--- src/partial_reliability_receiver_defines.svh ---
// Assertion macros used by the partial-reliability receiver RTL.
`ifndef PARTIAL_RELIABILITY_RECEIVER_DEFINES_SVH
`define PARTIAL_RELIABILITY_RECEIVER_DEFINES_SVH

// Same-cycle implication, checked on every rising edge outside reset.
`define PRR_ASSERT_IMPL(label, pre, post) \
   label: assert property (@(posedge clock) disable iff (reset) (pre) |-> (post)) \
      else $error("%m: check failed");

// Next-cycle implication, checked on every rising edge outside reset.
`define PRR_ASSERT_NEXT(label, pre, post) \
   label: assert property (@(posedge clock) disable iff (reset) (pre) |=> (post)) \
      else $error("%m: check failed");

`endif

--- src/prr_pkg.sv ---
// Types and constants of the partial-reliability receiver.
package prr_pkg;

   localparam int WINDOW_DEFAULT = 128;
   localparam int CSR_DATA_W     = 32;
   localparam int CSR_INDEX_W    = 2;
   localparam int LOSS_SCALE     = 100;

   // Configuration register indexes.
   localparam logic [CSR_INDEX_W-1:0] REG_LOCAL_SEQ   = 2'd0;
   localparam logic [CSR_INDEX_W-1:0] REG_ACK_TIMEOUT = 2'd1;
   localparam logic [CSR_INDEX_W-1:0] REG_LOCAL_PORT  = 2'd2;

   typedef struct packed {
      logic [31:0] seq_num;
      logic [31:0] ack_number;
      logic [7:0]  syn_byte;
      logic        ack_flag;
      logic [15:0] peer_port;
      logic [31:0] now_ms;
   } req_type;

   typedef struct packed {
      logic        send_reply;
      logic        reply_syn;
      logic [31:0] reply_seq;
      logic [31:0] reply_ack_num;
      logic [15:0] reply_src_port;
      logic [15:0] reply_dest_port;
      logic        deliver_payload;
      logic        loss_accepted;
      logic [1:0]  link_state;
   } rsp_type;

endpackage

--- src/prr_ram.sv ---
// Generic single-port-write, single-port-read RAM with registered read data.
module prr_ram #(
   parameter int WIDTH = 1,
   parameter int DEPTH = 128
) (
   input  logic                     clock,
   input  logic                     wr_en,
   input  logic [$clog2(DEPTH)-1:0] wr_addr,
   input  logic [WIDTH-1:0]         wr_data,
   input  logic [$clog2(DEPTH)-1:0] rd_addr,
   output logic [WIDTH-1:0]         rd_data
);

   logic [WIDTH-1:0] mem_ff [DEPTH];
   logic [WIDTH-1:0] rd_data_ff;

   always_ff @(posedge clock) begin
      if (wr_en) begin
         mem_ff[wr_addr] <= wr_data;
      end
      rd_data_ff <= mem_ff[rd_addr];
   end

   assign rd_data = rd_data_ff;

endmodule

--- src/partial_reliability_receiver.sv ---
// Top level of the partial-reliability receiver: handshake, delivery and loss tolerance.
//
//   channel  direction  handshake               content
//   req      in         req_valid / req_ready   one received PDU header per item
//   rsp      out        rsp_valid / rsp_ready   one reply and status item per request
//   csr      in         csr_wen, no wait        initial seq, ACK timeout, local port
//
// One item is accepted per cycle unless stalled; its result is registered for the next cycle.
// The loss history RAM always holds the entry at the current index on its read port, because
// the next index is presented for reading in the cycle the current one is written.
// Reset is synchronous; the history reads as all received until the index first wraps, so
// there is no clearing pass. req_ready is high whenever the output register is empty or taken.
module partial_reliability_receiver #(
   parameter int WINDOW = prr_pkg::WINDOW_DEFAULT
) (
   input  logic                            clock,
   input  logic                            reset,
   input  logic                            req_valid,
   output logic                            req_ready,
   input  prr_pkg::req_type                req_payload,
   output logic                            rsp_valid,
   input  logic                            rsp_ready,
   output prr_pkg::rsp_type                rsp_payload,
   input  logic                            csr_wen,
   input  logic [prr_pkg::CSR_INDEX_W-1:0] csr_index,
   input  logic [prr_pkg::CSR_DATA_W-1:0]  csr_wdata
);

   import prr_pkg::*;

   `include "partial_reliability_receiver_defines.svh"

   localparam int HIST_AW = $clog2(WINDOW);
   localparam int LOSS_W  = $clog2(WINDOW + 1);
   localparam int CMP_W   = LOSS_W + 8;

   localparam logic [1:0] ST_LISTEN    = 2'd0;
   localparam logic [1:0] ST_WAIT_ACK  = 2'd1;
   localparam logic [1:0] ST_CONNECTED = 2'd2;

   logic [31:0]        local_seq_ff, local_seq_in;
   logic [15:0]        ack_timeout_ff, ack_timeout_in;
   logic [15:0]        local_port_ff, local_port_in;

   logic [1:0]         state_ff, state_in;
   logic [31:0]        peer_seq_ff, peer_seq_in;
   logic [6:0]         loss_pct_ff, loss_pct_in;
   logic [31:0]        hs_start_ff, hs_start_in;
   logic               exp_bit_ff, exp_bit_in;
   logic [HIST_AW-1:0] hist_idx_ff, hist_idx_in;
   logic               hist_wrapped_ff, hist_wrapped_in;
   logic [LOSS_W-1:0]  lost_count_ff, lost_count_in;

   logic               rsp_valid_ff, rsp_valid_in;
   rsp_type            rsp_payload_ff, rsp_payload_in;

   logic               req_fire;
   logic               hist_wr;
   logic               hist_bit;
   logic               hist_rd;
   logic               hist_old;
   logic [CMP_W-1:0]   lost_scaled;
   logic [CMP_W-1:0]   allowed_scaled;
   logic               seq_match;
   logic [31:0]        elapsed;

   assign req_ready = !rsp_valid_ff || rsp_ready;
   assign req_fire  = req_valid && req_ready;

   // Until the index has wrapped once, the entry under it has never been written.
   assign hist_old = hist_wrapped_ff ? hist_rd : 1'b1;

   assign lost_scaled    = CMP_W'(lost_count_ff) * CMP_W'(LOSS_SCALE);
   assign allowed_scaled = CMP_W'(loss_pct_ff) * CMP_W'(WINDOW);
   assign seq_match      = (req_payload.seq_num == {31'd0, exp_bit_ff});
   assign elapsed        = req_payload.now_ms - hs_start_ff;

   always_comb begin
      local_seq_in    = local_seq_ff;
      ack_timeout_in  = ack_timeout_ff;
      local_port_in   = local_port_ff;
      if (csr_wen) begin
         unique case (csr_index)
            REG_LOCAL_SEQ:   local_seq_in   = csr_wdata;
            REG_ACK_TIMEOUT: ack_timeout_in = csr_wdata[15:0];
            REG_LOCAL_PORT:  local_port_in  = csr_wdata[15:0];
            default: ;
         endcase
      end
   end

   always_comb begin
      state_in        = state_ff;
      peer_seq_in     = peer_seq_ff;
      loss_pct_in     = loss_pct_ff;
      hs_start_in     = hs_start_ff;
      exp_bit_in      = exp_bit_ff;
      hist_idx_in     = hist_idx_ff;
      hist_wrapped_in = hist_wrapped_ff;
      lost_count_in   = lost_count_ff;
      hist_wr         = 1'b0;
      hist_bit        = 1'b1;
      rsp_valid_in    = rsp_valid_ff && !rsp_ready;
      rsp_payload_in  = rsp_payload_ff;

      if (req_fire) begin
         rsp_valid_in   = 1'b1;
         rsp_payload_in = '0;
         unique case (state_ff)
            ST_CONNECTED: begin
               if (seq_match) begin
                  hist_wr  = 1'b1;
                  hist_bit = 1'b1;
                  rsp_payload_in.deliver_payload = 1'b1;
               end else if (lost_scaled <= allowed_scaled) begin
                  hist_wr  = 1'b1;
                  hist_bit = 1'b0;
                  rsp_payload_in.loss_accepted = 1'b1;
               end
               if (hist_wr) begin
                  exp_bit_in = !exp_bit_ff;
                  if (hist_old && !hist_bit) begin
                     lost_count_in = lost_count_ff + 1'b1;
                  end else if (!hist_old && hist_bit && lost_count_ff != '0) begin
                     lost_count_in = lost_count_ff - 1'b1;
                  end
                  if (hist_idx_ff == HIST_AW'(WINDOW - 1)) begin
                     hist_idx_in     = '0;
                     hist_wrapped_in = 1'b1;
                  end else begin
                     hist_idx_in = hist_idx_ff + 1'b1;
                  end
               end
               rsp_payload_in.send_reply      = 1'b1;
               rsp_payload_in.reply_ack_num   = {31'd0, exp_bit_in};
               rsp_payload_in.reply_src_port  = local_port_ff;
               rsp_payload_in.reply_dest_port = req_payload.peer_port;
            end
            ST_WAIT_ACK: begin
               if (req_payload.ack_flag && req_payload.seq_num == peer_seq_ff + 32'd1 &&
                   req_payload.ack_number == local_seq_ff + 32'd1) begin
                  state_in = ST_CONNECTED;
               end else if (elapsed > {16'd0, ack_timeout_ff}) begin
                  hs_start_in = '0;
                  loss_pct_in = '0;
                  state_in    = ST_LISTEN;
               end
            end
            default: begin
               // Listening; the unused code behaves the same way.
               if (req_payload.syn_byte[7]) begin
                  loss_pct_in = req_payload.syn_byte[6:0];
                  peer_seq_in = req_payload.seq_num;
                  hs_start_in = req_payload.now_ms;
                  state_in    = ST_WAIT_ACK;
                  rsp_payload_in.send_reply      = 1'b1;
                  rsp_payload_in.reply_syn       = 1'b1;
                  rsp_payload_in.reply_seq       = local_seq_ff;
                  rsp_payload_in.reply_ack_num   = req_payload.seq_num + 32'd1;
                  rsp_payload_in.reply_src_port  = local_port_ff;
                  rsp_payload_in.reply_dest_port = req_payload.peer_port;
               end
            end
         endcase
         rsp_payload_in.link_state = state_in;
      end
   end

   always_ff @(posedge clock) begin
      if (reset) begin
         local_seq_ff    <= 32'd20;
         ack_timeout_ff  <= 16'd10;
         local_port_ff   <= '0;
         state_ff        <= ST_LISTEN;
         peer_seq_ff     <= '0;
         loss_pct_ff     <= '0;
         hs_start_ff     <= '0;
         exp_bit_ff      <= 1'b0;
         hist_idx_ff     <= '0;
         hist_wrapped_ff <= 1'b0;
         lost_count_ff   <= '0;
         rsp_valid_ff    <= 1'b0;
      end else begin
         local_seq_ff    <= local_seq_in;
         ack_timeout_ff  <= ack_timeout_in;
         local_port_ff   <= local_port_in;
         state_ff        <= state_in;
         peer_seq_ff     <= peer_seq_in;
         loss_pct_ff     <= loss_pct_in;
         hs_start_ff     <= hs_start_in;
         exp_bit_ff      <= exp_bit_in;
         hist_idx_ff     <= hist_idx_in;
         hist_wrapped_ff <= hist_wrapped_in;
         lost_count_ff   <= lost_count_in;
         rsp_valid_ff    <= rsp_valid_in;
      end
   end

   always_ff @(posedge clock) begin
      rsp_payload_ff <= rsp_payload_in;
   end

   // The read address runs one entry ahead of any write, so the two never meet.
   prr_ram #(
      .WIDTH (1),
      .DEPTH (WINDOW)
   ) u_hist_ram (
      .clock   (clock),
      .wr_en   (hist_wr),
      .wr_addr (hist_idx_ff),
      .wr_data (hist_bit),
      .rd_addr (hist_idx_in),
      .rd_data (hist_rd)
   );

   assign rsp_valid   = rsp_valid_ff;
   assign rsp_payload = rsp_payload_ff;

   `PRR_ASSERT_IMPL(a_lost_bound, 1'b1, lost_count_ff <= LOSS_W'(WINDOW))
   `PRR_ASSERT_NEXT(a_conn_reply, req_fire && state_ff == ST_CONNECTED,
                    rsp_valid && rsp_payload.send_reply)
   `PRR_ASSERT_IMPL(a_deliver_excl, rsp_valid,
                    !(rsp_payload.deliver_payload && rsp_payload.loss_accepted))

endmodule
--- config.mk ---
export PLATFORM = sky130hd
export DESIGN_NAME = partial_reliability_receiver
export DESIGN_NICKNAME = d
export VERILOG_FILES = /design/src/prr_pkg.sv /design/src/prr_ram.sv /design/src/partial_reliability_receiver.sv
export VERILOG_INCLUDE_DIRS = /design/src /design/src/src
export SDC_FILE = /design/constraint.sdc
export NUM_CORES = 1
export LEC_CHECK = 0
export ABC_AREA = 1
export BUFFER_PORTS_ARGS = -buffer_cell sky130_fd_sc_hd__buf_4
export CORE_ASPECT_RATIO = 1.5
export CORE_MARGIN = 3
export CORE_UTILIZATION = 30
export DETAILED_ROUTE_END_ITERATION = 16
export PLACE_DENSITY = 0.55
export SLEW_MARGIN = 25
export SYNTH_ARGS = -nofsm -noshare
export SYNTH_HDL_FRONTEND = slang
export SYNTH_SLANG_ARGS = --single-unit
--- constraint.sdc ---
create_clock -name clock -period 7.2 [get_ports clock]
set_clock_uncertainty 0.2 [all_clocks]
set_input_delay 0 -clock clock [delete_from_list [all_inputs] [get_ports clock]]
set_output_delay 0 -clock clock [all_outputs]
set_load 0.02 [all_outputs]
---- After elaboration in Yosys (flattened, before gate mapping) ----
Memory sizes are Yosys's and may differ from the RTL's. A register that Yosys moved wholly into a read port is not among the register bits.
Cells that the tools add are included.
word-level totals
  memories kept ........................... 1
  flip-flop bits (word level) ............. 257
  input port bits ......................... 160
  bits in writable memories ............... 128
memories
  memory             depth  width  read ports  clocked after Yosys merged registers in  wr ports  line           text
  u_hist_ram.mem_ff  128    1      1           1                                        1         prr_ram.sv:14  logic [WIDTH-1:0] mem_ff [DEPTH];
operators by class
  reduce and logical (&&, ||, !) cells .... 28
  multipliers ............................. 1
  muxes and demuxes ....................... 39
  bitwise gates (word level) .............. 3
  equal/unequal tests ..................... 10
  order comparisons ....................... 2
  add/sub/neg operators ................... 7
operator list
  operator               number
  $pmux 64 s2            1
  $mux 98                1
  $add 32x1->32 const B  3
  $mux 32                3
  $eq 32x32->1           2
  $pmux 32 s2            1
  $mux 7                 7
  $eq 32x1->1            1
  $gt 32x16->1           1
  $sub 32x32->32         1
  $mux 1                 18
  $mux 8                 2
  $le 15x14->1           1
  $pmux 7 s2             1
  $mul 8x5->13 const B   1
  $add 8x1->8 const B    1
  $reduce_and 2->1       4
  $reduce_and 4->1       2
  $reduce_bool 8->1      1
  $sub 8x1->8 const B    1
  $add 7x1->7 const B    1
  $eq 7x7->1 const B     1
  $logic_and 1x1->1      7
  $mux 2                 3
  14 further kinds       25

---- Logic depth before layout (Yosys ltp) ----
  depth in word-level cells ............... 10
  depth in mapped cells ................... 36
  mapped depth without buffers ............ 35

---- Hierarchy ----
Synthesis repeated with hierarchy kept, for this count alone.
second synthesis, totals
  cells, all modules ...................... 3115
  area total of the unflattened synthesis .. 23122.2 µm²
by module, submodules not included
  module                        area an instance (µm²)  cells each  times used  sequential area each (µm²)
  partial_reliability_receiver  17195.2                 2495        1           6165.9
  prr_ram                       5926.9                  620         1           3863.7

---- Worst setup path before layout ----
Ideal clock, no wire load.
  path type ............................... register -> register
  from .................................... register rsp_valid_ff, in the netlist rsp_valid
  to ...................................... memory u_hist_ram.mem_ff[0] (data pin)
  stages on the path, launching flop included .. 7
  arrival ................................. 6.606 ns
  path slack .............................. -0.342 ns
  library setup time ...................... 0.736 ns
  period minus slack after synthesis ...... 7.542 ns
  buffers on the path ..................... 2
  cells stage by stage .................... dfxtp_1 > nand2_1 > nand2_1 > inv_1 > clkbuf_1 > clkbuf_1 > nand2_1
on the way
  longest elaborated chain between the ends .. 4
ends and longest elaborated chain
  what                      line                                 text
  start: declaration        partial_reliability_receiver.sv:54   logic rsp_valid_ff, rsp_valid_in;
  start signal: assignment  partial_reliability_receiver.sv:195  rsp_valid_ff <= rsp_valid_in;
  $logic_not 1->1           partial_reliability_receiver.sv:67   assign req_ready = !rsp_valid_ff || rsp_ready;
  $logic_or 1x1->1          partial_reliability_receiver.sv:67
  named net req_ready       partial_reliability_receiver.sv:19   output logic req_ready,
  $logic_and 1x1->1         partial_reliability_receiver.sv:68   assign req_fire = req_valid && req_ready;
  named net req_fire        partial_reliability_receiver.sv:57   logic req_fire;
  $mux 1                    partial_reliability_receiver.sv:106  if (req_fire) begin
  named net hist_bit        partial_reliability_receiver.sv:59   logic hist_bit;
  end: declaration          prr_ram.sv:14
The timed path passes the listed nets, and every way through them passes these cells.

---- Worst setup path after layout ----
  from .................................... register lost_count_ff[2]
  to ...................................... register lost_count_ff[7]
on the way
  longest elaborated chain between the ends .. 10
ends and longest elaborated chain
  what                                                         line                                                                      text
  start: declaration                                           partial_reliability_receiver.sv:52                                        logic [LOSS_W-1:0] lost_count_ff, lost_count_in;
  start signal: assignment                                     partial_reliability_receiver.sv:194                                       lost_count_ff <= lost_count_in;
  $mul 8x5->13                                                 partial_reliability_receiver.sv:73                                        assign lost_scaled = CMP_W'(lost_count_ff) * CMP_W'(LOSS_SCALE);
  $le 15x14->1                                                 partial_reliability_receiver.sv:115                                       end else if (lost_scaled <= allowed_scaled) begin
  $mux 1                                                       partial_reliability_receiver.sv:115
  $mux 1                                                       partial_reliability_receiver.sv:111                                       if (seq_match) begin
  $mux 1                                                       partial_reliability_receiver.sv:109                                       unique case (state_ff)
  $mux 1                                                       partial_reliability_receiver.sv:106
  $logic_not 1->1 / $logic_and 1x1->1 (equally long branches)  partial_reliability_receiver.sv:122, partial_reliability_receiver.sv:124
  $logic_and 1x1->1, on equally long branches                  partial_reliability_receiver.sv:122, partial_reliability_receiver.sv:124
  $reduce_bool 2->1 (no source line)                           n/a
  $reduce_and 4->1 (no source line)                            n/a
Several ways; a longest one is shown, not always the timed one. The select of a mux whose other input is x is not followed.
A chain may end at the register's enable or synchronous reset.

==> summary.md <==
| Metric | Value |
|---|---|
| Status | complete, no violations |
| Number of global-route vias before repair | 21886 |
| Post-synth EDFFs | 230 |
| Setup TNS after final layout | 0 ps |
| Routability cong. | 0.932 |
| Number of input and output port buffers inserted | 263 |
| Launching point of the worst reg2reg path | lost_count_ff[2] |
| Register clock-pin slew on the reported worst setup and hold paths | 70 ps |
| Power per cell area | 208 mW/mm2 |
| Final critical-path share of the clock period | 0.847 |
| Dominant synthesized flop cell | sky130_fd_sc_hd__edfxtp_1 |
| Number of placement rows | 126 |
| Area share of the leading cell type in the synthesized netlist | 0.290 |
| Routed WL | 78400 um |
| Detailed-placement wirelength estimate | 57600 um |
| Number of H-tree levels | 2 |
| Wire length of the first global-routing pass | 120000 um |
| Share of synthesized cell area in full adder, half adder and majority cells | 0.0556 |
| Net count reported at finish | 3881 |
| Area inside the core boundary | 0.0788 mm2 |
| Maximum fanout count along the critical path | 9 |
| HP Class | in -> reg |
| Post-synthesis share of cell area spent on xor and xnor gates | 0.0343 |
| Reg-to-Reg End | lost_count_ff[7] |
| Compound-cell area share of the yosys netlist | 0.0870 |
| Antenna violations before repair | 2 |
| Final non-filler cell total | 4675 |
| Yosys warning total | 0 |
| Final cell area excluding filler cells | 0.0299 mm2 |
| Peak ir drop on the vdd network | 0.148 mV |
| Gr usage total | 0.181 |
| Largest cells by area after synthesis | sky130_fd_sc_hd__edfxtp_1, sky130_fd_sc_hd__dfxtp_1, sky130_fd_sc_hd__nand2_1 |
| Number of top-level design ports | 264 |
| Cell depth of the worst flop-to-flop path | 34 |
| Worst path top cell family by delay | adder cells |
| Simple-gate share of the synthesized area | 0.312 |
| End-of-flow core utilization | 0.380 |
| Synth async-reset ratio | 0 |
| Top post-synthesis cells by count | sky130_fd_sc_hd__nand2_1, sky130_fd_sc_hd__nor2_1, sky130_fd_sc_hd__inv_1, sky130_fd_sc_hd__nand3_1, sky130_fd_sc_hd__edfxtp_1 |
| Total vias in the final route | 22384 |
| Average cell area after synthesis | 7.41 um2 |
| Normalized max-slew margin | 0.325 |
| Standard cell area after detailed placement | 0.0269 mm2 |
| Number of storage elements in the synthesis netlist | 386 |
| Slowest Stage Delay on Critical Path | 460 ps |
| Reg2Reg Setup Slack | 1100 ps |
| Sequential area share after synthesis | 0.421 |
| End of the critical path | lost_count_ff[7] |
| Final count of hold timing violations | 0 |
| Crit path max-delay cell type | sky130_fd_sc_hd__fa_1 |
| Crit path kind | reg -> reg |
| Clock tree from TritonCTS | built |
| Finish-stage setup viols | 0 |
| Synthesized instance count | 3217 |
| Worst-margin pin slew | 1010 ps |
| Final-report max-slew violation count | 0 |
| Critical Path Source | lost_count_ff[2] |
| Mux contribution to synthesized area | 0 |
| Die Span Y | 351 um |
| Total die area | 0.0830 mm2 |
| Aggregate global routing overflow | 0 |
| Leakage power of the design | 0.0129 uW |
| Total placed cells including tap cells | 4422 |
| Maximum number of pins on one net before global-route repair | 136 |
| Horizontal die dimension | 236 um |
| Routed len/inst | 16.8 um |
| Buffering stage count on the worst path with inverters included | 2 |
| Detail Route Antenna Nets | 0 |
| Detailed-routing iteration count for the pre-antenna-repair pass | 6 |
| Library cell used as clock root buffer | sky130_fd_sc_hd__clkbuf_16 |
| Post-route minimum period | 6100 ps |
| Area delta synth->final | 25.5% |
| Most instantiated library cell after synthesis | sky130_fd_sc_hd__nand2_1 |
| Number of resized instances in the post-cts repair step | 0 |
| Type of destination of the critical path | register |
| Initial Utilization | 0.303 |
| Post-Synthesis Net Count | 3480 |
| DRC violation total after the first TritonRoute iteration | 1191 |
| Cell area after technology mapping | 0.0239 mm2 |
| Layout cells sized above 1 | 0.117 |
| Dominant combinational cell family by area after synthesis | simple AND/OR/NAND/NOR gates |
| Clk sink count | 386 |
| Clock Path Buffers | 3 |
| Total clock buffers created by CTS | 40 |
| Drt drc | 0 |
| Clock latency reported for the late side of the worst-skew pair | 580 ps |
| Critical Path RT | 7450 ps |
| Cell accounting for the most synthesized area | sky130_fd_sc_hd__edfxtp_1 |
| Total stage count of the critical path | 34 |
| Library cells used by synthesis | 52 |
| Highest clock rate | 164 MHz |
| CP Launch Type | register |
| Count of maximum capacitance violations | 0 |
| RSZ-0062 raised after global routing | false |
| Data arrival, critical path | 6350 ps |
| Via-to-Cell Ratio | 4.79 |
## cell usage in the layout, fill, tap and decap left out, types with 4 or more instances in the layout
master and count:
sky130_fd_sc_hd__a21o_1 7, sky130_fd_sc_hd__a21oi_1 191, sky130_fd_sc_hd__a21oi_2 20, sky130_fd_sc_hd__a31oi_1 6, sky130_fd_sc_hd__buf_4 286, sky130_fd_sc_hd__clkbuf_1 7, sky130_fd_sc_hd__clkbuf_16 41, sky130_fd_sc_hd__clkinv_1 10
sky130_fd_sc_hd__clkinv_2 8, sky130_fd_sc_hd__dfxtp_1 156, sky130_fd_sc_hd__dlygate4sd3_1 178, sky130_fd_sc_hd__edfxtp_1 230, sky130_fd_sc_hd__fa_1 5, sky130_fd_sc_hd__ha_1 98, sky130_fd_sc_hd__inv_1 432, sky130_fd_sc_hd__inv_2 11
sky130_fd_sc_hd__nand2_1 740, sky130_fd_sc_hd__nand2_2 10, sky130_fd_sc_hd__nand3_1 314, sky130_fd_sc_hd__nand3b_1 56, sky130_fd_sc_hd__nand4_1 56, sky130_fd_sc_hd__nor2_1 451, sky130_fd_sc_hd__nor2_2 10, sky130_fd_sc_hd__nor2_4 4
sky130_fd_sc_hd__nor3_1 33, sky130_fd_sc_hd__nor3_2 9, sky130_fd_sc_hd__nor4_1 6, sky130_fd_sc_hd__o211ai_1 4, sky130_fd_sc_hd__o21a_1 6, sky130_fd_sc_hd__o21ai_0 127, sky130_fd_sc_hd__o21bai_1 10, sky130_fd_sc_hd__xnor2_1 17
sky130_fd_sc_hd__xnor3_1 6, sky130_fd_sc_hd__xor2_1 61
## flip-flops by register name (all words and copies together) (netlist names)
name	flops
u_hist_ram.mem_ff	128
rsp_payload	102
hs_start_ff	32
local_seq_ff	32
peer_seq_ff	32
ack_timeout_ff	16
local_port_ff	16
lost_count_ff	8
hist_idx_ff	7
loss_pct_ff	7
state_ff	2
exp_bit_ff	1
hist_wrapped_ff	1
rsp_valid	1
u_hist_ram.rd_data	1
## worst reg2reg max path: cells and delay by family, from the launching register on
family                     cells  cell delay, ps
xor gates and xnor gates       2             290
and+or+nand+nor               11             910
adders and majority gates      6            2030
AOI/OAI and AO/OA             13            1870
DFF                            1             420
buffers and inverters          2             280
## per-layer routing
metal  track usage  share of wire  vias to the layer above  routed length [um]
met5             0              0                        -                   0
met4        0.0714          0.040                        0                3100
met3        0.0187          0.038                      143                2960
met2         0.357           0.53                      504               41600
met1         0.197           0.39                    10445               30700
li1              -              -                    11292                   -
## report_power, final
group	internal [uW]	leakage (uW)	switching (uW)
registers	2460	0.00350	71.1
logic	599	0.00875	976
clock network	1170	0.000630	944
total	4230	0.0129	1990
## layout make-up
type	count	area, um2
fillers	8335	48900
diodes	2	5.00
flip-flops and latches	386	10000
repair buffers	465	3950
clock inverters	24	229
well taps	1024	1280
inverters	449	1700
clock buffers	49	1070
multi-input cells	2276	11700
## cell families (layout without fill, tap and decap cells)
kind of cell | count (synthesis) | count (layout)
AND/OR/NAND/NOR | 1708 | 1708
other | 0 | 2
AO/OA/AOI/OAI | 381 | 381
flip-flops | 386 | 386
XOR/XNOR | 84 | 84
adder cells (fa/ha/maj) | 103 | 103
buffers and inverters | 555 | 987
## worst min-delay path by stage
stage / startpoint / end / depth (start not counted)
after floorplan: csr_wdata[1] / ack_timeout_ff[1] / 2
after global placement: csr_wdata[2] / local_seq_ff[2] / 3
after detailed placement: csr_wdata[2] / local_seq_ff[2] / 3
after CTS: csr_wdata[2] / local_seq_ff[2] / 4
after global routing: csr_wdata[3] / ack_timeout_ff[3] / 4
final: csr_wdata[2] / local_seq_ff[2] / 4
## repair_timing
item	4_1_cts	5_1_grt
buffers inserted	0	0
endpoints found under the hold margin	228	0
hold buffers	178	0
## metrics by stage
step | hold WS [ps] | power (uW) | setup slack, ps
2_1_floorplan | -69.6 | 3570 | 1570
3_3_place_gp | 53.0 | 4060 | 1260
3_5_place_dp | 55.6 | 4070 | 1150
4_1_cts | 36.2 | 6290 | 1060
5_1_grt | 67.1 | 6560 | 432
6_report | 60.8 | 6220 | 1100
Note: power is estimated with default switching activity, not from simulation.
